===== src/real_spherical_harmonic_eval_macros.svh =====
// ----------------------------------------------------------------------------
// Assertion macros for the spherical harmonic evaluator
// Concurrent checks that compile away when SYNTHESIS is defined.
// ----------------------------------------------------------------------------
`ifndef REAL_SPHERICAL_HARMONIC_EVAL_MACROS_SVH
`define REAL_SPHERICAL_HARMONIC_EVAL_MACROS_SVH
`ifndef SYNTHESIS
// same-cycle implication
`define RSHE_ASSERT_IMPLY(label, clk, rst_n, ante, cons) \
    label: assert property (@(posedge clk) disable iff (!rst_n) (ante) |-> (cons)) \
        else $error("rshe check failed");
// next-cycle implication
`define RSHE_ASSERT_NEXT(label, clk, rst_n, ante, cons) \
    label: assert property (@(posedge clk) disable iff (!rst_n) (ante) |=> (cons)) \
        else $error("rshe check failed");
`else
`define RSHE_ASSERT_IMPLY(label, clk, rst_n, ante, cons)
`define RSHE_ASSERT_NEXT(label, clk, rst_n, ante, cons)
`endif
`endif


===== src/rshe_pkg.sv =====
// ----------------------------------------------------------------------------
// rshe_pkg
// Shared types, constants and tables of the spherical harmonic evaluator.
// ----------------------------------------------------------------------------
package rshe_pkg;

    localparam int MAX_BAND     = 8;
    localparam int ANGLE_BITS   = 16;
    localparam int CORDIC_STEPS = 30;
    localparam int CW           = 34;   // CORDIC datapath width
    localparam int QDEPTH       = 2;
    localparam int QAW          = 1;
    localparam int QCW          = 2;

    localparam logic [63:0]          INV4PI_Q62   = 64'd366986312910249100;
    localparam logic signed [CW-1:0] CORDIC_START = CW'(64'sd652032874);
    localparam logic signed [63:0]   SQRT2_Q30    = 64'sd1518500250;
    localparam logic signed [63:0]   ONE_Q32      = 64'sh1_0000_0000;

    typedef logic [1:0] t_mulmode;
    localparam t_mulmode MUL_RAW  = 2'd0;
    localparam t_mulmode MUL_SH30 = 2'd1;
    localparam t_mulmode MUL_SH32 = 2'd2;
    localparam t_mulmode MUL_SH50 = 2'd3;

    typedef struct packed {
        logic [3:0]            band;
        logic [3:0]            ord_mag;
        logic                  ord_neg;
        logic                  bad;
        logic [ANGLE_BITS-1:0] polar;
        logic [ANGLE_BITS-1:0] phase;
    } t_item;

    typedef struct packed {
        logic empty;
        logic full;
    } t_qstat;

    // arctangent of 2^-i, 2^32 per turn
    function automatic logic [29:0] atan_turn(input logic [4:0] i);
        logic [29:0] v;
        unique case (i)
            5'd0:  v = 30'h20000000;
            5'd1:  v = 30'h12E4051E;
            5'd2:  v = 30'h09FB385B;
            5'd3:  v = 30'h051111D4;
            5'd4:  v = 30'h028B0D43;
            5'd5:  v = 30'h0145D7E1;
            5'd6:  v = 30'h00A2F61E;
            5'd7:  v = 30'h00517C55;
            5'd8:  v = 30'h0028BE53;
            5'd9:  v = 30'h00145F2F;
            5'd10: v = 30'h000A2F98;
            5'd11: v = 30'h000517CC;
            5'd12: v = 30'h00028BE6;
            5'd13: v = 30'h000145F3;
            5'd14: v = 30'h0000A2FA;
            5'd15: v = 30'h0000517D;
            5'd16: v = 30'h000028BE;
            5'd17: v = 30'h0000145F;
            5'd18: v = 30'h00000A30;
            5'd19: v = 30'h00000518;
            5'd20: v = 30'h0000028C;
            5'd21: v = 30'h00000146;
            5'd22: v = 30'h000000A3;
            5'd23: v = 30'h00000051;
            5'd24: v = 30'h00000029;
            5'd25: v = 30'h00000014;
            5'd26: v = 30'h0000000A;
            5'd27: v = 30'h00000005;
            5'd28: v = 30'h00000003;
            5'd29: v = 30'h00000001;
            default: v = 30'h0;
        endcase
        return v;
    endfunction

    // (2a-1)!!
    function automatic logic [20:0] dfact_odd(input logic [3:0] a);
        logic [20:0] v;
        unique case (a)
            4'd0, 4'd1: v = 21'd1;
            4'd2: v = 21'd3;
            4'd3: v = 21'd15;
            4'd4: v = 21'd105;
            4'd5: v = 21'd945;
            4'd6: v = 21'd10395;
            4'd7: v = 21'd135135;
            4'd8: v = 21'd2027025;
            default: v = 21'd1;
        endcase
        return v;
    endfunction

endpackage


===== src/rshe_queue.sv =====
// ----------------------------------------------------------------------------
// rshe_queue
// Two-entry request queue between the front and back parts.
// ----------------------------------------------------------------------------
module rshe_queue import rshe_pkg::*; (
    input  logic   i_clk,
    input  logic   i_rst_n,
    input  logic   i_push,
    input  t_item  i_item,
    input  logic   i_pop,
    output t_item  o_item,
    output t_qstat o_stat
);
    t_item          r_mem [QDEPTH];
    logic [QAW-1:0] r_wp;
    logic [QAW-1:0] r_rp;
    logic [QCW-1:0] r_cnt;

    always_ff @(posedge i_clk) begin
        if (!i_rst_n) begin
            r_wp  <= '0;
            r_rp  <= '0;
            r_cnt <= '0;
        end else begin
            if (i_push) begin
                r_wp <= r_wp + 1'b1;
            end
            if (i_pop) begin
                r_rp <= r_rp + 1'b1;
            end
            if (i_push && !i_pop) begin
                r_cnt <= r_cnt + 1'b1;
            end else if (i_pop && !i_push) begin
                r_cnt <= r_cnt - 1'b1;
            end
        end
    end

    always_ff @(posedge i_clk) begin
        if (i_push) begin
            r_mem[r_wp] <= i_item;
        end
    end

    assign o_item       = r_mem[r_rp];
    assign o_stat.empty = (r_cnt == '0);
    assign o_stat.full  = (r_cnt == QCW'(QDEPTH));
endmodule


===== config.mk =====
export PLATFORM = sky130hd
export DESIGN_NAME = rshe_queue
export DESIGN_NICKNAME = d
export VERILOG_FILES = /design/src/real_spherical_harmonic_eval_macros.svh /design/src/rshe_pkg.sv /design/src/rshe_queue.sv
export SDC_FILE = /design/constraint.sdc
export NUM_CORES = 1
export LEC_CHECK = 0
export BUFFER_PORTS_ARGS = -buffer_cell sky130_fd_sc_hd__buf_2
export CAP_MARGIN = 15
export CORE_MARGIN = 2
export CORE_UTILIZATION = 50
export CTS_CLUSTER_SIZE = 40
export DETAILED_ROUTE_END_ITERATION = 10
export GPL_TIMING_DRIVEN = 0
export PLACE_DENSITY = 0.77
export SYNTH_ARGS = -nofsm -noshare
export SYNTH_HDL_FRONTEND = slang
export SYNTH_SLANG_ARGS = --single-unit

===== constraint.sdc =====
create_clock -name i_clk -period 6.3 [get_ports i_clk]
set_clock_uncertainty 0.1 [all_clocks]
set_input_delay 0.945 -clock i_clk [delete_from_list [all_inputs] [get_ports i_clk]]
set_output_delay 0.945 -clock i_clk [all_outputs]
set_load 0.005 [all_outputs]

---- After elaboration in Yosys (flattened, before gate mapping) ----
Memories as Yosys holds them, arrays and structs flattened. A register that Yosys moved wholly into a read port is not among the register bits.
Cells that the tools add are included.
cells by class
  $add $sub $neg .......................... 4
  equality and inequality tests ........... 1
  multiplexer cells ....................... 6
  reductions and logical operators ........ 6
operators by type and width
  kind                 count
  $mux 1               4
  $mux 2               2
  $add 1x1->1 const B  2
  $add 2x1->2 const B  1
  $eq 2x2->1 const B   1
  $logic_and 1x1->1    2
  $logic_not 1->1      2
  $logic_not 2->1      1
  $reduce_bool 2->1    1
  $sub 2x1->2 const B  1
storage, ports and cells
  bits in registers ....................... 4
  bits in writable memories ............... 84
  output and inout bits ................... 44
  word-level logic and storage cells ...... 21
  memories ................................ 1
memory list
  name   words  bits a word  rd ports  clocked after memory_dff  wr ports  line              text
  r_mem  2      42           1         1                         1         rshe_queue.sv:14  t_item r_mem [QDEPTH];

---- Logic depth before layout (Yosys ltp) ----
Gate-level depths: netlist of the first run.
  depth after elaboration ................. 4
  gate-level depth with buffers ........... 5
  gate-level depth less buffers ........... 5

---- Worst setup path before layout of the first run ----
OpenSTA, ideal clock, no wires.
  path type ............................... input port to flip-flop
  start ................................... input port i_push
  end ..................................... memory r_mem[0][0] in the netlist's numbering (enable)
  library setup time ...................... 0.448 ns
  arrival ................................. 2.851 ns
  required time ........................... 5.752 ns
  path slack .............................. 2.902 ns
  stages on the path ...................... 1
  buffers on the path ..................... 0
  cell sequence ........................... nor2b_1
between the ends
  longest elaborated chain between the ends .. 2
RTL lines
  item                          line              text
  start: declaration            rshe_queue.sv:8   input logic i_push,
  $mux 1                        rshe_queue.sv:40  if (i_push) begin
  $mux 1 (not written as such)  rshe_queue.sv:41  r_mem[r_wp] <= i_item;
  end: declaration              rshe_queue.sv:14
Every way passes these cells.

==> results of run 1 <==
metrics by stage:
step	area (sq um)	utilization	setup slack [ns]
2_1_floorplan	3240	-	2.90
5_1_grt	4020	0.636	3.57
3_5_place_dp	3850	0.610	3.92
3_3_place_gp	3790	0.600	1.72
6_report	4020	0.636	3.67
4_1_cts	4020	0.636	3.62
cells by family after synthesis:
logic type,Yosys count,synth area share
AOI/OAI and AO/OA,3,0.00617
muxes,42,0.146
xor gates and xnor gates,3,0.00810
adders and majority gates,1,0.00386
and+or+nand+nor,9,0.0174
DFF,89,0.808
buffers and inverters,6,0.0104
how the worst max path moves through the flow:
stage	to	slack, ns
2_1_floorplan	r_mem[0][0]	2.90
3_3_place_gp	r_mem[0][37]	1.72
3_5_place_dp	r_mem[0][31]	3.92
4_1_cts	o_item[24]	3.62
5_1_grt	o_item[41]	3.57
6_report	o_item[21]	3.67
sequential cells by signal, summed over array words and instances, names as in the netlist, named ones only:
signal,cells
r_cnt,2
r_rp,1
r_mem,84
r_wp,1
worst max-delay path: cells and delay by family, from the launching register on:
kind	cells	cell delay, ns
buffers and inverters	3	0.57
muxes	1	0.37
DFF	1	0.30
per-layer routing:
layer,part of all wire,wire [microns],vias up,track usage
met2,0.54,2840,56,0.262
met3,0.070,368,8,0.0619
met5,0,0,-,0
li1,-,-,798,-
met4,0.0098,52,0,0.0606
met1,0.38,2020,807,0.174
cell type report:
cell class	instances	area share
Tap cell	77	0.0240
Sequential cell	89	0.653
Clock inverter	3	0.00436
Buffer	5	0.00748
Inverter	1	0.000935
Multi-Input combinational cell	58	0.149
Clock buffer	13	0.0371
Timing Repair Buffer	91	0.125
report_power, final:
group	total, mW	internal, mW	switching (mW)
sequential	0.690	0.681	0.00849
combinational	0.128	0.0700	0.0577
clock	0.329	0.153	0.176
synth_stat cells, types with 2 or more instances:
cell type	count
xor2_1	2
buf_2	3
buf_4	2
dfxtp_1	5
edfxtp_1	84
nor2b_1	2
mux2_2	42
and2_1	4
==> summary.txt, run 1 <==
Clock network
  • Htree depth: 3
  • Clock slew at reported path FFs: 0.07 ns
  • Clk Latency, worst-skew pair: 0.34 ns
  • Clk root buf: clkbuf_8
  • Hold-fix buffers, CTS: 0
  • Post-CTS Setup Bufs: 0
  • Clock Path Buffers: 2
  • Post-cts sizing count: 0
  • Clk sinks: 89
  • Cts bufs inserted: 9
  • CTS tree: built

Floorplanning
  • Die Span Y: 84.6 microns
  • I/O pin cnt: 90
  • Die Wd: 84.6 microns
  • Rows: 29
  • Die Area: 0.00715 sq mm
  • Initial Util: 0.514
  • Core ar.: 0.00631 sq mm

Critical path
  • Flop-to-flop setup slack: 4.73 ns
  • Kind of start point of the critical path: flop
  • R2R depth: 2
  • Critical Path Max Stage Delay: 0.37 ns
  • Arr. time, crit path: 1.59 ns
  • Critical Path RT: 5.25 ns
  • CP max stage cell: mux2_2
  • Max FO, Critical Path: 10
  • Worst path most repeated cell: buf_2
  • CP Class: flop to output port
  • Reg2reg start: r_wp
  • Setup crit end kind: output port
  • Sequence of cells on the critical path: buf_2, buf_2, mux2_2, buf_2
  • Reg-to-reg critical path endpoint: r_mem[0][39]

Job
  • Max_cap viols: 0

Cells and area
  • Number of fill cells: 493
  • Non-Filler Instances: 337
  • Nets: 302
  • Register Area: 0.00262 sq mm
  • Synthesis-to-finish area growth: 23.8%
  • Footprint of the multi-input gates: 597 sq um
  • Commonest non-fill, non-tap cell in the layout: buf_2
  • N_diodes: 0
  • Commonest cells after routing, fill and taps aside: 92 x buf_2, 84 x edfxtp_1, 42 x mux2_2
  • Layout cell share with drive strength beyond 1: 0.592

Yosys
  • Synth Net Count: 200
  • Async SR Flop Fraction: 0
  • Mapped Area: 0.00324 sq mm
  • #FFs+latches synth: 89
  • Top cells by area, synth: edfxtp_1 78%, mux2_2 15%, dfxtp_1 3.1%
  • Synth Flop Type: edfxtp_1
  • Share of Yosys cell area claimed by the top area cell type: 0.777
  • Syn Inst Count: 153
  • Number of library cell types mapped by synthesis: 17
  • Synth warn: 0
  • Synth area leader: edfxtp_1
  • Post-synth EDFFs: 84
  • Mapped Avg Cell Area: 21.2 sq um
  • Seq/Total Area, Yosys: 0.808

Detailed routing
  • WL/cell: 15.7 microns
  • DRT Pass-1 Iters: 4
  • DRC Markers: 0
  • Vias per inst: 4.95
  • Detailed Route Iter0 Violations: 40
  • Routed wire length: 5290 microns
  • Vias: 1,669
  • DRT antenna net count: 0

Worst hold path
  • Hold EP: r_cnt[1]
  • Worst min path class: flop to flop
  • Hold_sp: r_cnt[1]
  • Hold depth: 2

Power
  • Power Dens Cells: 286 mW/mm^2
  • Pleak: 1.53 nW
  • Total Power: 1.15 mW
  • Worst VDD drop: 0.191 mV

Timing
  • Final slew viol count: 0
  • Final period utilization: 0.418
  • Fmax: 0.380 GHz
  • WHS: 0.407 ns
  • Final hold violation count: 0
  • Setup TNS: 0 ns
  • # setup viols final: 0
  • Relative slew margins: 0.529
  • Tightest Pin Transition: 0.705 ns
  • Minimum clock period after layout: 2.63 ns
  • RSZ-0062 raised after global routing: false

GRT
  • Pin count of the biggest net entering global routing: 24
  • Global-route wire length before repair: 8230 microns
  • Initial antenna violation count: 0
  • Total grt overflow: 0
  • Vias in the first global route: 1,771
  • Total GRT Usage: 0.154

Placed design
  • HPWL after detailed placement: 3620 microns
  • Dpl cells: 321
  • GP Congestion: 0.647
  • Buffers on Ports: 89

Run status
  • Run status: finished, final reports clean
No activity file was read; power rests on OpenSTA's default activity.
==> run 2, diff against run 1 <==
- CORE_UTILIZATION: 50 -> 46
- PLACE_DENSITY: 0.77 -> 0.74
- clock period: 6.3 -> 2.4 ns (I/O delays scaled with it)
==> summary.txt, run 2 (synthesized netlist as in run 1, its figures left out) <==
Run status
  • Run status: finished, final reports clean (unchanged)

Clock network
  • Clk sinks: 89 (unchanged)
  • Clk root buf: clkbuf_8 (unchanged)
  • Clock slew at reported path FFs: 0.09 ns (was 0.07 ns)
  • CTS tree: built (unchanged)
  • Hold-fix buffers, CTS: 0 (unchanged)
  • Cts bufs inserted: 9 (unchanged)
  • Post-cts sizing count: 0 (unchanged)
  • Clock Path Buffers: 2 (unchanged)
  • Htree depth: 3 (unchanged)
  • Post-CTS Setup Bufs: 0 (unchanged)
  • Clk Latency, worst-skew pair: 0.34 ns (about the same)

Job
  • Max_cap viols: 0 (unchanged)

Detailed routing
  • Total length of routed met3 wires: 400 microns (was 368 microns)
  • Routed wire length: 5480 microns (was 5290 microns)
  • Met1 Wirelength: 2200 microns (was 2020 microns)
  • DRT antenna net count: 0 (unchanged)
  • DRC Markers: 0 (unchanged)
  • Wire length on met2: 2770 microns (was 2840 microns)
  • Max Used Layer: met4 (unchanged)
  • Vias: 1,689 (was 1,669)
  • DRT Pass-1 Iters: 4 (unchanged)
  • Detailed Route Iter0 Violations: 45 (was 40)
  • Vias per inst: 4.74 (was 4.95)
  • WL/cell: 15.4 microns (was 15.7 microns)

GRT
  • Total GRT Usage: 0.150 (was 0.154)
  • Vias in the first global route: 1,762 (was 1,771)
  • Total grt overflow: 0 (unchanged)
  • Pin count of the biggest net entering global routing: 31 (was 24)
  • Global-route wire length before repair: 8390 microns (was 8230 microns)
  • Initial antenna violation count: 0 (unchanged)

Power
  • Clk pwr share: 0.344 (was 0.287)
  • Sequential Power Share: 0.554 (was 0.602)
  • Pleak: 1.56 nW (was 1.53 nW)
  • Net Switching: 0.704 mW (was 0.242 mW)
  • Power Dens Cells: 800 mW/mm^2 (was 286 mW/mm^2)
  • Worst VDD drop: 0.515 mV (was 0.191 mV)
  • Internal Pwr Total: 2.57 mW (was 0.905 mW)
  • Sw Ratio: 0.215 (was 0.211)
  • Total Power: 3.27 mW (was 1.15 mW)
  • Gate power share: 0.103 (was 0.111)

Cells and area
  • Layout cell share with drive strength beyond 1: 0.604 (was 0.592)
  • Nets: 302 (unchanged)
  • Synthesis-to-finish area growth: 26.0% (was 23.8%)
  • Commonest cells after routing, fill and taps aside: 92 x buf_2, 84 x edfxtp_1, 42 x mux2_2 (unchanged)
  • Max FFs per register: 84 (unchanged)
  • Final Core Density: 0.602 (was 0.636)
  • N_diodes: 0 (unchanged)
  • Final instance area: 0.00409 sq mm (was 0.00402 sq mm)
  • Number of fill cells: 549 (was 493)
  • Commonest non-fill, non-tap cell in the layout: buf_2 (unchanged)
  • Largest registers: r_mem (84), r_cnt (2) (unchanged)
  • Largest Register: r_mem (unchanged)

Critical path
  • Buffers plus inverters on the worst setup path: 3 (unchanged)
  • Kind of start point of the critical path: flop (unchanged)
  • Worst path most repeated cell: buf_2 (unchanged)
  • Max FO, Critical Path: 10 (unchanged)
  • Flop-to-flop setup slack: 0.81 ns (was 4.73 ns)
  • Critical Path Max Stage Delay: 0.38 ns (was 0.37 ns)
  • Critical Path RT: 1.94 ns (was 5.25 ns)
  • Cell family with most CP delay: buffers and inverters (unchanged)
  • Setup crit end kind: output port (unchanged)
  • Arr. time, crit path: 1.58 ns (was 1.59 ns)
  • CP Class: flop to output port (unchanged)
  • Sequence of cells on the critical path: buf_2, buf_2, mux2_2, buf_2 (unchanged)
  • CP max stage cell: mux2_2 (unchanged)

Placed design
  • DP Area: 0.00387 sq mm (was 0.00385 sq mm)
  • HPWL after detailed placement: 3720 microns (was 3620 microns)
  • Buffers on Ports: 89 (unchanged)
  • GP Congestion: 0.706 (was 0.647)

Timing
  • Fmax: 0.489 GHz
  • Final slew viol count: 0 (unchanged)
  • WHS: 0.0949 ns (was 0.407 ns)
  • Setup TNS: 0 ns (unchanged)
  • Relative slew margins: 0.520 (was 0.529)
  • RSZ-0062 raised after global routing: false (unchanged)
  • # setup viols final: 0 (unchanged)
  • Final period utilization: 0.851
  • Final hold violation count: 0 (unchanged)
  • Tightest Pin Transition: 0.718 ns (was 0.705 ns)
  • Minimum clock period after layout: 2.04 ns

Floorplanning
  • Core ar.: 0.00679 sq mm (was 0.00631 sq mm)
  • I/O pin cnt: 90 (unchanged)
  • Initial Util: 0.478 (was 0.514)
  • Die Wd: 88.0 microns (was 84.6 microns)
  • Die Span Y: 88.0 microns (was 84.6 microns)
  • Die Area: 0.00774 sq mm (was 0.00715 sq mm)
  • Rows: 30 (was 29)

Worst hold path
  • Worst min path class: primary input to flop (was flop to flop)
==> run 2: changes by cell type in the layout (fill, tap and decap cells not counted), sizes merged <==
cell | previous run | this run
clkinv | 2 | 1
inv | 1 | 4
bufinv | 0 | 2
clkbuf | 13 | 9
==> run 2: per-layer routing <==
metal | vias to the layer above | GRT usage
met1 | 819 | 0.169
met5 | - | 0
met2 | 62 | 0.246
met3 | 11 | 0.0641
met4 | 0 | 0.0727
li1 | 797 | -
==> run 2: power by group through the flow <==
stage / combinational (mW) / sequential [mW] / clock, mW
after CTS: 0.343 / 1.81 / 1.15
after global routing: 0.367 / 1.82 / 1.21
final: 0.336 / 1.81 / 1.12
after floorplan: 0.177 / 1.84 / 0
after detailed placement: 0.341 / 1.85 / 0
after global placement: 0.320 / 1.85 / 0
==> run 2: metrics by stage <==
| step | setup WS (ns) | cells |
|---|---|---|
| 6_report | 0.357 | 356 |
| 5_1_grt | 0.254 | 356 |
| 4_1_cts | 0.309 | 356 |
| 3_5_place_dp | 0.596 | 340 |
| 3_3_place_gp | -0.382 | 338 |
| 2_1_floorplan | 0.382 | 153 |
==> run 2: area by class of cell <==
type                       instances  area, sq um  area share
sequential                        89         2620       0.641
multi-input combinational         58          597       0.146
timing repair buffer              91          493       0.121
clock buffer                       9          124      0.0303
tap                               96          120      0.0294
clock inverter                     7         98.8      0.0242
buffer                             5         30.0     0.00734
inverter                           1         3.75    0.000918
==> run 2: worst paths after layout <==
check / startpoint / to / cells past startpoint
worst max register to register: r_wp / r_mem[0][38] / 2
worst min register to register: r_cnt[1] / r_cnt[1] / 2
worst min-delay path: i_item[16] / r_mem[1][16] / 1
worst max-delay path: flop / o_item[30] / 4
