### config.mk
export PLATFORM = sky130hd
export DESIGN_NAME = rshe_front
export DESIGN_NICKNAME = d
export VERILOG_FILES = /design/src/real_spherical_harmonic_eval_macros.svh /design/src/rshe_pkg.sv /design/src/rshe_front.sv
export SDC_FILE = /design/constraint.sdc
export NUM_CORES = 1
export LEC_CHECK = 0
export BUFFER_PORTS_ARGS = -buffer_cell sky130_fd_sc_hd__buf_4
export CELL_PAD_IN_SITES_DETAIL_PLACEMENT = 1
export CELL_PAD_IN_SITES_GLOBAL_PLACEMENT = 1
export CORE_MARGIN = 5
export CORE_UTILIZATION = 37
export DETAILED_ROUTE_END_ITERATION = 16
export PLACE_DENSITY = 0.86
export SYNTH_ARGS = -nofsm -noshare
export SYNTH_HDL_FRONTEND = slang
export SYNTH_SLANG_ARGS = --single-unit
### constraint.sdc
create_clock -name vclk -period 5.1
set_input_delay 0 -clock vclk [all_inputs]
set_output_delay 0 -clock vclk [all_outputs]
set_load 0.05 [all_outputs]
### src/real_spherical_harmonic_eval_macros.svh
// ----------------------------------------------------------------------------
// Assertion macros for the spherical harmonic evaluator
// Concurrent checks that compile away when SYNTHESIS is defined.
// ----------------------------------------------------------------------------
`ifndef REAL_SPHERICAL_HARMONIC_EVAL_MACROS_SVH
`define REAL_SPHERICAL_HARMONIC_EVAL_MACROS_SVH
`ifndef SYNTHESIS
// same-cycle implication
`define RSHE_ASSERT_IMPLY(label, clk, rst_n, ante, cons) \
    label: assert property (@(posedge clk) disable iff (!rst_n) (ante) |-> (cons)) \
        else $error("rshe check failed");
// next-cycle implication
`define RSHE_ASSERT_NEXT(label, clk, rst_n, ante, cons) \
    label: assert property (@(posedge clk) disable iff (!rst_n) (ante) |=> (cons)) \
        else $error("rshe check failed");
`else
`define RSHE_ASSERT_IMPLY(label, clk, rst_n, ante, cons)
`define RSHE_ASSERT_NEXT(label, clk, rst_n, ante, cons)
`endif
`endif

### src/rshe_pkg.sv
// ----------------------------------------------------------------------------
// rshe_pkg
// Shared types, constants and tables of the spherical harmonic evaluator.
// ----------------------------------------------------------------------------
package rshe_pkg;

    localparam int MAX_BAND     = 8;
    localparam int ANGLE_BITS   = 16;
    localparam int CORDIC_STEPS = 30;
    localparam int CW           = 34;   // CORDIC datapath width
    localparam int QDEPTH       = 2;
    localparam int QAW          = 1;
    localparam int QCW          = 2;

    localparam logic [63:0]          INV4PI_Q62   = 64'd366986312910249100;
    localparam logic signed [CW-1:0] CORDIC_START = CW'(64'sd652032874);
    localparam logic signed [63:0]   SQRT2_Q30    = 64'sd1518500250;
    localparam logic signed [63:0]   ONE_Q32      = 64'sh1_0000_0000;

    typedef logic [1:0] t_mulmode;
    localparam t_mulmode MUL_RAW  = 2'd0;
    localparam t_mulmode MUL_SH30 = 2'd1;
    localparam t_mulmode MUL_SH32 = 2'd2;
    localparam t_mulmode MUL_SH50 = 2'd3;

    typedef struct packed {
        logic [3:0]            band;
        logic [3:0]            ord_mag;
        logic                  ord_neg;
        logic                  bad;
        logic [ANGLE_BITS-1:0] polar;
        logic [ANGLE_BITS-1:0] phase;
    } t_item;

    typedef struct packed {
        logic empty;
        logic full;
    } t_qstat;

    // arctangent of 2^-i, 2^32 per turn
    function automatic logic [29:0] atan_turn(input logic [4:0] i);
        logic [29:0] v;
        unique case (i)
            5'd0:  v = 30'h20000000;
            5'd1:  v = 30'h12E4051E;
            5'd2:  v = 30'h09FB385B;
            5'd3:  v = 30'h051111D4;
            5'd4:  v = 30'h028B0D43;
            5'd5:  v = 30'h0145D7E1;
            5'd6:  v = 30'h00A2F61E;
            5'd7:  v = 30'h00517C55;
            5'd8:  v = 30'h0028BE53;
            5'd9:  v = 30'h00145F2F;
            5'd10: v = 30'h000A2F98;
            5'd11: v = 30'h000517CC;
            5'd12: v = 30'h00028BE6;
            5'd13: v = 30'h000145F3;
            5'd14: v = 30'h0000A2FA;
            5'd15: v = 30'h0000517D;
            5'd16: v = 30'h000028BE;
            5'd17: v = 30'h0000145F;
            5'd18: v = 30'h00000A30;
            5'd19: v = 30'h00000518;
            5'd20: v = 30'h0000028C;
            5'd21: v = 30'h00000146;
            5'd22: v = 30'h000000A3;
            5'd23: v = 30'h00000051;
            5'd24: v = 30'h00000029;
            5'd25: v = 30'h00000014;
            5'd26: v = 30'h0000000A;
            5'd27: v = 30'h00000005;
            5'd28: v = 30'h00000003;
            5'd29: v = 30'h00000001;
            default: v = 30'h0;
        endcase
        return v;
    endfunction

    // (2a-1)!!
    function automatic logic [20:0] dfact_odd(input logic [3:0] a);
        logic [20:0] v;
        unique case (a)
            4'd0, 4'd1: v = 21'd1;
            4'd2: v = 21'd3;
            4'd3: v = 21'd15;
            4'd4: v = 21'd105;
            4'd5: v = 21'd945;
            4'd6: v = 21'd10395;
            4'd7: v = 21'd135135;
            4'd8: v = 21'd2027025;
            default: v = 21'd1;
        endcase
        return v;
    endfunction

endpackage

### src/rshe_front.sv
// ----------------------------------------------------------------------------
// rshe_front
// Takes requests, checks the band and order, folds the sign and forms the m*phi angle.
// ----------------------------------------------------------------------------
module rshe_front import rshe_pkg::*; (
    input  logic        i_push,
    input  logic [3:0]  i_band,
    input  logic [4:0]  i_order,
    input  logic [15:0] i_azimuth,
    input  logic [15:0] i_polar,
    input  t_qstat      i_qstat,
    output logic        o_full,
    output logic        o_q_push,
    output t_item       o_item
);
    localparam int PW = ANGLE_BITS + 5;

    logic          w_neg;
    logic [4:0]    w_mag;
    logic [PW-1:0] w_prod;

    assign w_neg  = i_order[4];
    assign w_mag  = w_neg ? (5'd0 - i_order) : i_order;
    assign w_prod = PW'(w_mag) * PW'(i_azimuth[ANGLE_BITS-1:0]);

    always_comb begin
        o_item.band    = i_band;
        o_item.ord_mag = w_mag[3:0];
        o_item.ord_neg = w_neg;
        o_item.bad     = (i_band > 4'(MAX_BAND)) || (w_mag > {1'b0, i_band});
        o_item.polar   = i_polar[ANGLE_BITS-1:0];
        o_item.phase   = w_prod[ANGLE_BITS-1:0];
    end

    assign o_full   = i_qstat.full;
    assign o_q_push = i_push && !i_qstat.full;
endmodule

After elaboration in Yosys (flattened, before gate mapping)
Index checks and enable logic that the tools add are counted.
{ "totals": {"register_bits": 0, "out_inout_bits": 44, "inputBits": 44} }
{ "classes": {"n_reduce_logical": 3, "addsub": 1, "muxes": 1, "multipliers": 1, "n_lt_le_gt_ge": 2} }
{ "ops": {"columns": ["cell", "count"], "rows": [
  ["multiplier 5 x 16 -> 16 bit", 1],
  ["> comparator 5 x 4 -> 1 bit", 1],
  ["two-way mux 5 bit", 1],
  ["subtractor 1 x 5 -> 5 bit (first input constant)", 1],
  ["> comparator 4 bit (second input constant)", 1],
  ["logical AND 1 bit", 1],
  ["logical NOT 1 bit", 1],
  ["logical OR 1 bit", 1]
]} }

Logic depth before layout (Yosys ltp)
Gate-level depths: netlist of the first run.
{ "depth": {"ltp_word": 4, "mapped_depth": 20, "ltp_nobuf": 18} }

Least setup slack after synthesis of the first run
No wires, ideal clock.
{ "synth_path": {"path_kind": "input to output", "startpoint": "input port i_order[0]", "endpoint": "output port o_item[15] in the netlist's numbering", "n_path_buf": 2, "setup_slack_ps": -206, "stages": 19, "arrival_ps": 5306, "path_cell_list": "clkbuf_1 > inv_1 > ha_1 > nand2b_1 > xnor2_1 > clkbuf_1 > and2_1 > fa_1 > fa_1 > inv_1 > fa_1 > inv_1 > ha_1 > nor3_1 > nor2_1 > o41ai_2 > o31ai_1 > a31oi_1 > xnor2_1"} }
{ "synth_rtl": {"columns": ["element", "line_no", "source"], "rows": [
  ["start: declaration", "rshe_front.sv:8", "input logic [4:0] i_order,"],
  ["end: declaration", "rshe_front.sv:14", "output t_item o_item"]
]} }

==> flow_summary_export.csv, run 1 <==
group,metric,value,unit
synthesis,syn_nets,375,
route,routed_wirelength,5.362,mm
floorplan,core-area,5921,um2
sta,finalWorstSetupSlack,415.4,ps
worst_setup_path,startpoint,"i_order[0]",
floorplan,dieArea,7759,um2
sta,max_freq,213.5,MHz
outcome,status,"complete, no violations",
sta,setup_viol,0,
worst_setup_path,crit_required,5100,ps
floorplan,die_w,88.09,um
route,avgRoutedWirePerCell,14.15,um
worst_setup_path,start_kind,"primary input",
synthesis,synth_cell_type_count,31,
sta,finalHoldViolations,0,
placed_design,gp_congestion,0.7941,
sta,fin_crit,4685,ps
placed_design,post-place-ws,390.1,ps
placed_design,dpl.hpwl,4.824,mm
route,via_per_inst,4.876,
global_routing,grt_overflow_total,0,
flow_run,maxCapViolCount,0,
worst_setup_path,max_stage_delay,510,ps
finish,instances_no_fill,379,
synthesis,yosysSeqAreaShare,0,
worst_setup_path,critPathMaxFanout,19,
route,vias,1848,
worst_setup_path,crit_path_end_kind,"output pin",
sta,relSlewSlack,0.3800,
synthesis,ys_warn_count,0,
finish,diodes,0,
synthesis,synth.avg_cell_area,8.263,um2
global_routing,grt_pass1_wl,9.377,mm
synthesis,syn_inst,273,
route,drc,0,
synthesis,syn-cell-area,2256,um2
power,worst_ir_drop_vdd,0.0002738,V
floorplan,start_util,0.3810,
route,ant_nets,0,
power,powerDensity,397.7,nW/um2
clock_network,cts_setup_buffers,0,
global_routing,antenna_found_initial,0,
sta,rsz0062_at_grt,"false",
placed_design,port_buffers,55,
worst_hold_path,min_path_type,"in2out",
finish,seq_cells,0,
sta,period_share,0.9186,
finish,ff_latch_area,0,um2
worst_setup_path,crit_chain,"buf_4, inv_1, ha_1, nand2b_1, xnor2_1, buf_4, nand2_1, fa_1, inv_1, fa_1, fa_1, ha_1, o21ai_0, nor2_1, o41ai_2, o31ai_1, a31oi_1, xnor2_2, buf_4",
finish,nets,408,
finish,fin_util,0.4432,
worst_hold_path,hold_end,"o_item[17]",
finish,drive_above_1_share,0.2204,
placed_design,dp.cells,379,
worst_setup_path,arrival,4680,ps
finish,syn2layout_area_growth,16.31,%
global_routing,grt_max_degree,20,
finish,clkbuf_count,0,
sta,slew_viol_final,0,
route,drt_iter0_markers,22,
clock_network,cts_resized,0,
worst_setup_path,slowest_stage,"fa_1",
clock_network,postCtsHoldBufs,0,
worst_hold_path,whs_path_depth,0,
global_routing,grt_pass1_vias,2135,
route,first_pass_iters,3,
worst_setup_path,criticalPathCategory,"in2out",
floorplan,rows,28,
global_routing,track_usage,0.1480,
sta,hold_ws,0.02195,ps
worst_hold_path,hp-start,"i_polar[1]",
floorplan,die_h,88.09,um
sta,worst_slew_pin_slew,920.2,ps
floorplan,ioPinCount,88,
power,p_leak,0.001408,uW
[power by group]
part	leakage, uW	switching, uW	internal [uW]	total [uW]
clock	0	0	0	0
combinational	0.00141	678	365	1040
sequential	0	0	0	0
total	0.00141	678	365	1040
[layout by cell type (no fill, tap or decap)]
master	synthesis	layout
o21bai_1	1	1
nor3b_1	1	1
nor3_1	2	2
nand2b_1	4	4
o21a_1	2	2
a211oi_1	2	2
a31oi_1	2	2
and2_1	46	46
o31ai_1	2	2
o21ai_0	6	6
a211oi_2	2	2
xor2_1	6	6
ha_1	23	23
xnor2_2	1	4
xnor2_1	12	9
a21oi_1	7	7
nor2b_1	3	3
nand2_1	24	24
nand3_1	1	1
buf_4	23	59
fa_1	35	35
o31ai_4	1	1
o41ai_2	1	1
or3_1	1	1
a21o_1	5	5
inv_1	45	45
nand3b_1	1	1
a41oi_1	1	1
nor2_1	7	7
o211a_1	1	1
[kinds of logic (layout without fill, tap and decap cells)]
logic type	Yosys count	count (layout)	synth area share
compound gates	33	33	0.1104
xor+xnor	19	19	0.07710
fa+ha+maj	58	58	0.4382
buf+inv	73	104	0.1597
simple gates	90	90	0.2146
[worst max path at each step]
stage | end | cells past startpoint
floorplan | o_item[13] | 18
global placement | o_item[14] | 19
detailed placement | o_item[15] | 19
CTS | o_item[15] | 19
global route | o_item[15] | 19
finish | o_item[15] | 19
[worst max-delay path: cells and delay by family]
family	cells	cell delay, ps
compound gates	4	890
buf+inv	5	800
xor+xnor	2	290
simple gates	3	570
fa+ha+maj	5	2120
[per-layer routing]
metal  global-route usage  vias up  wire [um]
li1                     -      890          -
met2               0.3103       40       3004
met1               0.1697      916       2096
met3             0.008467        2        233
met5                    0        -          0
met4             0.005495        0         27
[cell usage after synthesis]
cell      instances  area, um2
o211a_1           1      10.01
xnor2_2           1      16.27
o21bai_1          1      7.510
nand3b_1          1      7.510
nand2b_1          4      25.02
a31oi_1           2      12.51
nor3_1            2      10.01
o41ai_2           1      16.27
nor2_1            7      26.28
o31ai_1           2      15.01
xor2_1            6      52.55
buf_4            23      172.7
nand3_1           1      5.000
o31ai_4           1      21.27
nor3b_1           1      7.510
a21o_1            5      37.54
xnor2_1          12      105.1
o21ai_0           6      30.03
or3_1             1      6.260
a211oi_1          2      15.01
fa_1             35      700.7
a21oi_1           7      35.03
nand2_1          24      90.09
a211oi_2          2      25.02
and2_1           46      287.8
a41oi_1           1      8.760
clkbuf_1          5      18.77
inv_1            45      168.9
ha_1             23      287.8
nor2b_1           3      18.77
o21a_1            2      15.01
[cell type report]
type / instances / area (um2)
fillers: 744 / 3297
inverters: 45 / 168.9
repair buffers: 59 / 442.9
well taps: 75 / 93.84
multi-input cells: 200 / 1918
[per-stage QoR]
stage | instance area (um2) | setup TNS, ps | total power, uW
6_report | 2624 | 0 | 1043
5_1_grt | 2624 | 0 | 1137
4_1_cts | 2624 | 0 | 1064
3_5_place_dp | 2624 | 0 | 1061
3_3_place_gp | 2624 | 0 | 1030
2_1_floorplan | 2278 | -21.88 | 820.9
No activity file was read; power rests on OpenSTA's default activity.
==> run 2, diff against run 1 <==
ABC_CLOCK_PERIOD_IN_PS = 4200   (was not set)
CORE_UTILIZATION = 34   (was 37)
MAX_ROUTING_LAYER = met4   (was not set)
PLACE_DENSITY = 0.83   (was 0.86)
clock period = 4.2 ns   (was 5.1 ns; I/O delays follow)
==> run 2 against run 1 <==
Die area rose by 7.8%; total power rose by 50%; clock-buffer cell count unchanged; worst setup slack worse by 250 ps; first-iteration DRC count increased by 55%; critical path depth shrank 2; routed wire length is 14% higher; combinational power rose by 51%; largest power group unchanged; highest routed layer unchanged.
==> flow_summary_export.csv, run 2 (same netlist as run 1, synthesis figures left out) <==
group,metric,value,unit
global_routing,grt_pass1_vias,2269,
global_routing,grt_pass1_wl,10.44,mm
route,routed_wirelength,6.086,mm
worst_setup_path,criticalPathCategory,"in2out",
sta,max_freq,247.9,MHz
worst_setup_path,crit_chain,"buf_4, nand2b_1, nor3b_4, buf_6, nand2_1, fa_1, inv_2, fa_1, fa_1, ha_4, a21o_1, a21o_1, a211oi_4, o31ai_4, a211oi_2, xnor2_2, buf_6",
placed_design,placed_area,2858,um2
placed_design,dp.cells,399,
global_routing,grt_max_degree,18,
floorplan,start_util,0.3533,
placed_design,gp_congestion,0.8256,
sta,finalHoldViolations,0,
global_routing,antenna_found_initial,0,
outcome,status,"complete, no violations",
worst_setup_path,critPathMaxFanout,7,
finish,mostFrequentLayoutCell,"buf_4",
finish,final_cell_mix,"buf_4 (74), and2_1 (41), inv_1 (41), fa_1 (34), nand2_1 (22)",
global_routing,track_usage,0.1503,
worst_setup_path,max_stage_delay,560,ps
route,drc,0,
route,vias,1963,
route,ant_nets,0,
finish,fin_area,3127,um2
worst_setup_path,slowest_stage,"fa_1",
placed_design,port_buffers,55,
worst_setup_path,startpoint,"i_order[2]",
sta,rsz0062_at_grt,"true",
placed_design,dpl.hpwl,5.310,mm
floorplan,rows,29,
sta,setup_viol,0,
worst_hold_path,min_path_type,"in2out",
sta,slew_viol_final,0,
sta,fin_crit,4034,ps
route,first_pass_iters,4,
sta,relSlewSlack,0.4412,
worst_setup_path,cpLargestDelayFamily,"adder cells",
worst_setup_path,arrival,4030,ps
sta,fin_setup_tns,0,ps
power,worst_ir_drop_vdd,0.0005036,V
floorplan,die_h,91.46,um
route,via_per_inst,4.847,
finish,clkbuf_count,0,
finish,instances_no_fill,405,
worst_setup_path,path_buf_inv,4,
worst_setup_path,endpoint,"o_item[14]",
route,avgRoutedWirePerCell,15.03,um
power,p_leak,0.001591,uW
finish,diodes,0,
finish,syn2layout_area_growth,38.60,%
worst_setup_path,crit_required,4200,ps
finish,drive_above_1_share,0.3963,
worst_setup_path,crit_path_end_kind,"output pin",
sta,hold_ws,0.01634,ps
flow_run,maxCapViolCount,0,
sta,worst_slew_pin_slew,829.4,ps
finish,nets,432,
global_routing,grt_overflow_total,0,
finish,seq_cells,0,
route,drt_iter0_markers,34,
worst_setup_path,start_kind,"primary input",
floorplan,die_w,91.46,um
sta,period_share,0.9604,
worst_setup_path,cpMostUsedCell,"fa_1",
floorplan,core-area,6386,um2
floorplan,dieArea,8364,um2
finish,ff_latch_area,0,um2
finish,fin_util,0.4896,
power,powerDensity,501.1,nW/um2
floorplan,ioPinCount,88,
finish,fill_cells,746,
worst_setup_path,crit_cells,17,
run 2: worst min path at each step:
stage / start / to / cells after the start
final: i_polar[5] / o_item[21] / 0
after global routing: i_polar[5] / o_item[21] / 0
after CTS: i_polar[4] / o_item[20] / 0
after detailed placement: i_polar[4] / o_item[20] / 0
after global placement: i_polar[4] / o_item[20] / 0
after floorplan: i_qstat[0] / o_full / 1
run 2: timing repair:
action / in CTS / in global routing
cloned: 0 / 0
pin swaps: 13 / 33
hold buffers: 0 / 0
setup endpoints to repair: 6 / 7
setup buffers: 2 / 5
resized for setup: 14 / 36
run 2: layout make-up:
class                           count  area (um2)  share of cell area
Timing Repair Buffer               83       656.9              0.2101
Multi-Input combinational cell    200        2205              0.7051
Inverter                           45       168.9             0.05402
Tap cell                           77       96.34             0.03081
run 2: where the power goes:
part	switching [uW]	internal, uW
clock	0	0
sequential	0	0
combinational	951	616
total	951	616
run 2: layer usage:
| metal | up-vias | track usage | wire length (um) |
|---|---|---|---|
| li1 | 933 | - | - |
| met3 | 10 | 0.01074 | 221 |
| met4 | 0 | 0.01345 | 85 |
| met5 | - | - | 0 |
| met2 | 50 | 0.2942 | 3404 |
| met1 | 970 | 0.1707 | 2375 |
run 2: through the flow:
stage,power [uW],worst slack [ps]
2_1_floorplan,1064,-77.86
3_3_place_gp,1372,-68.39
3_5_place_dp,1410,-238.4
4_1_cts,1481,-1.692
5_1_grt,1694,-42.00
6_report,1567,166.5
==> run 3, diff against run 2 <==
CORE_ASPECT_RATIO = 2   (was not set)
REMOVE_ABC_BUFFERS = 1   (was not set)
==> run 3 against run 2 <==
Clock-buffer cell count unchanged; maximum frequency down 0.81%; die area grew 1.2%; non-clock buffer count is 3 higher; critical path depth stayed put; final cell count is 3.5% higher; flip-flop and latch count unchanged.
==> flow_summary_export.csv, run 3 (same netlist as run 1, synthesis figures left out) <==
group,metric,value,unit
outcome,status,"complete, no violations",
route,routed_wirelength,6.875,mm
sta,relSlewSlack,0.5970,
finish,clkbuf_count,0,
finish,nets,435,
floorplan,start_util,0.3434,
floorplan,ioPinCount,88,
worst_setup_path,critPathMaxFanout,7,
sta,slew_viol_final,0,
route,drt_iter0_markers,29,
finish,drive_above_1_share,0.3595,
global_routing,grt_pass1_wl,10.92,mm
sta,finalHoldViolations,0,
global_routing,grt_max_degree,12,
floorplan,dieArea,8463,um2
global_routing,grtUsageMet3,0.03501,
placed_design,dpl.hpwl,5.882,mm
global_routing,top_usage_layer,"met2",
finish,fill_cells,783,
placed_design,placed_area,2775,um2
route,vias,2038,
placed_design,gp_congestion,0.8943,
sta,max_freq,245.9,MHz
worst_setup_path,arrival,4070,ps
worst_hold_path,min_path_type,"in2out",
global_routing,grt_overflow_total,0,
sta,period_share,0.9682,
global_routing,met1_usage,0.1548,
route,first_pass_iters,4,
global_routing,grt_pass1_vias,2392,
route,drc,0,
power,worst_ir_drop_vdd,0.0004666,V
flow_run,maxCapViolCount,0,
finish,diodes,0,
power,p_leak,0.001544,uW
global_routing,grt.met2_usage,0.3297,
finish,fin_area,3035,um2
global_routing,antenna_found_initial,0,
floorplan,core-area,6569,um2
finish,mostFrequentLayoutCell,"buf_4",
worst_setup_path,crit_required,4200,ps
finish,seq_cells,0,
route,avgRoutedWirePerCell,16.41,um
sta,rsz0062_at_grt,"true",
sta,fin_crit,4066,ps
finish,ff_latch_area,0,um2
clock_network,postCtsHoldBufs,0,
floorplan,die_w,67.60,um
placed_design,port_buffers,55,
finish,syn2layout_area_growth,34.55,%
sta,worst_slew_pin_slew,598.1,ps
route,via_per_inst,4.864,
floorplan,die_h,125.2,um
power,p_total,1476,uW
worst_setup_path,crit_path_end_kind,"output pin",
route,ant_nets,0,
worst_setup_path,start_kind,"primary input",
sta,setup_viol,0,
finish,multi_input_area,2093,um2
finish,final_cell_mix,"buf_4 (82), and2_1 (43), inv_1 (41), fa_1 (34), nand2_1 (22)",
floorplan,rows,42,
power,powerDensity,486.1,nW/um2
worst_setup_path,criticalPathCategory,"in2out",
global_routing,track_usage,0.1702,
==> run 3: cell count changes in the layout (fill, tap and decap cells not counted), moves of 3 or more <==
cell and change:
xor2_1 +3, o21ai_1 -3, buf_4 +8, xnor2_1 +5
a21oi_2 -3, xor2_2 -3, buf_6 -5, o21ai_0 +3
xnor2_2 -4
==> run 3: per-stage QoR <==
stage               cells  setup TNS, ps    util  hold WS, ps  setup WS [ps]
finish                419              0  0.4621       0.1087          133.5
floorplan             245          -9975       -            0          -1180
global route          419         -55.36  0.4621       0.2965         -35.98
CTS                   413              0  0.4339       0.3409         0.9819
global placement      413         -32.74  0.4225       0.3409         -22.95
detailed placement    413         -768.6  0.4225       0.3409         -166.3
==> run 3: area by class of cell <==
class	count	share of cell area
inverter	45	0.05647
timing repair buffer	86	0.2176
tap	88	0.03627
multi-input combinational	200	0.6896
==> run 3: where the power goes <==
part           internal, uW  switching [uW]  total, uW
sequential                0               0          0
clock                     0               0          0
combinational           562             913       1480
==> run 3: worst max-delay path, cell delays in order <==
cell      delay [ps]
buf_6            100
buf_6            110
o31ai_4          340
xnor2_4          210
nand2_2           90
fa_1             510
inv_2             40
fa_1             470
fa_1             550
ha_4             210
a21o_1           150
a21o_1           190
a211oi_4         350
o31ai_4          120
a211oi_2         240
xnor2_1          140
buf_4            220
==> run 3: what timing repair did <==
item	in CTS	in global routing
endpoints found under the hold margin	0	0
endpoints found under the setup margin	6	6
buffers inserted	0	6
pin swaps	11	31
gates resized for setup	13	29
gates cloned	0	0
==> run 3: final timing paths <==
| kind | startpoint | endpoint | cells past startpoint |
|---|---|---|---|
| hold / removal | i_polar[13] | o_item[29] | 0 |
| setup / recovery | i_order[1] | o_item[14] | 17 |
==> run 3: routing by layer <==
layer	vias up	wire, um
met5	-	0
met4	0	192
met3	10	375
met2	60	4084
met1	1024	2223
li1	944	-
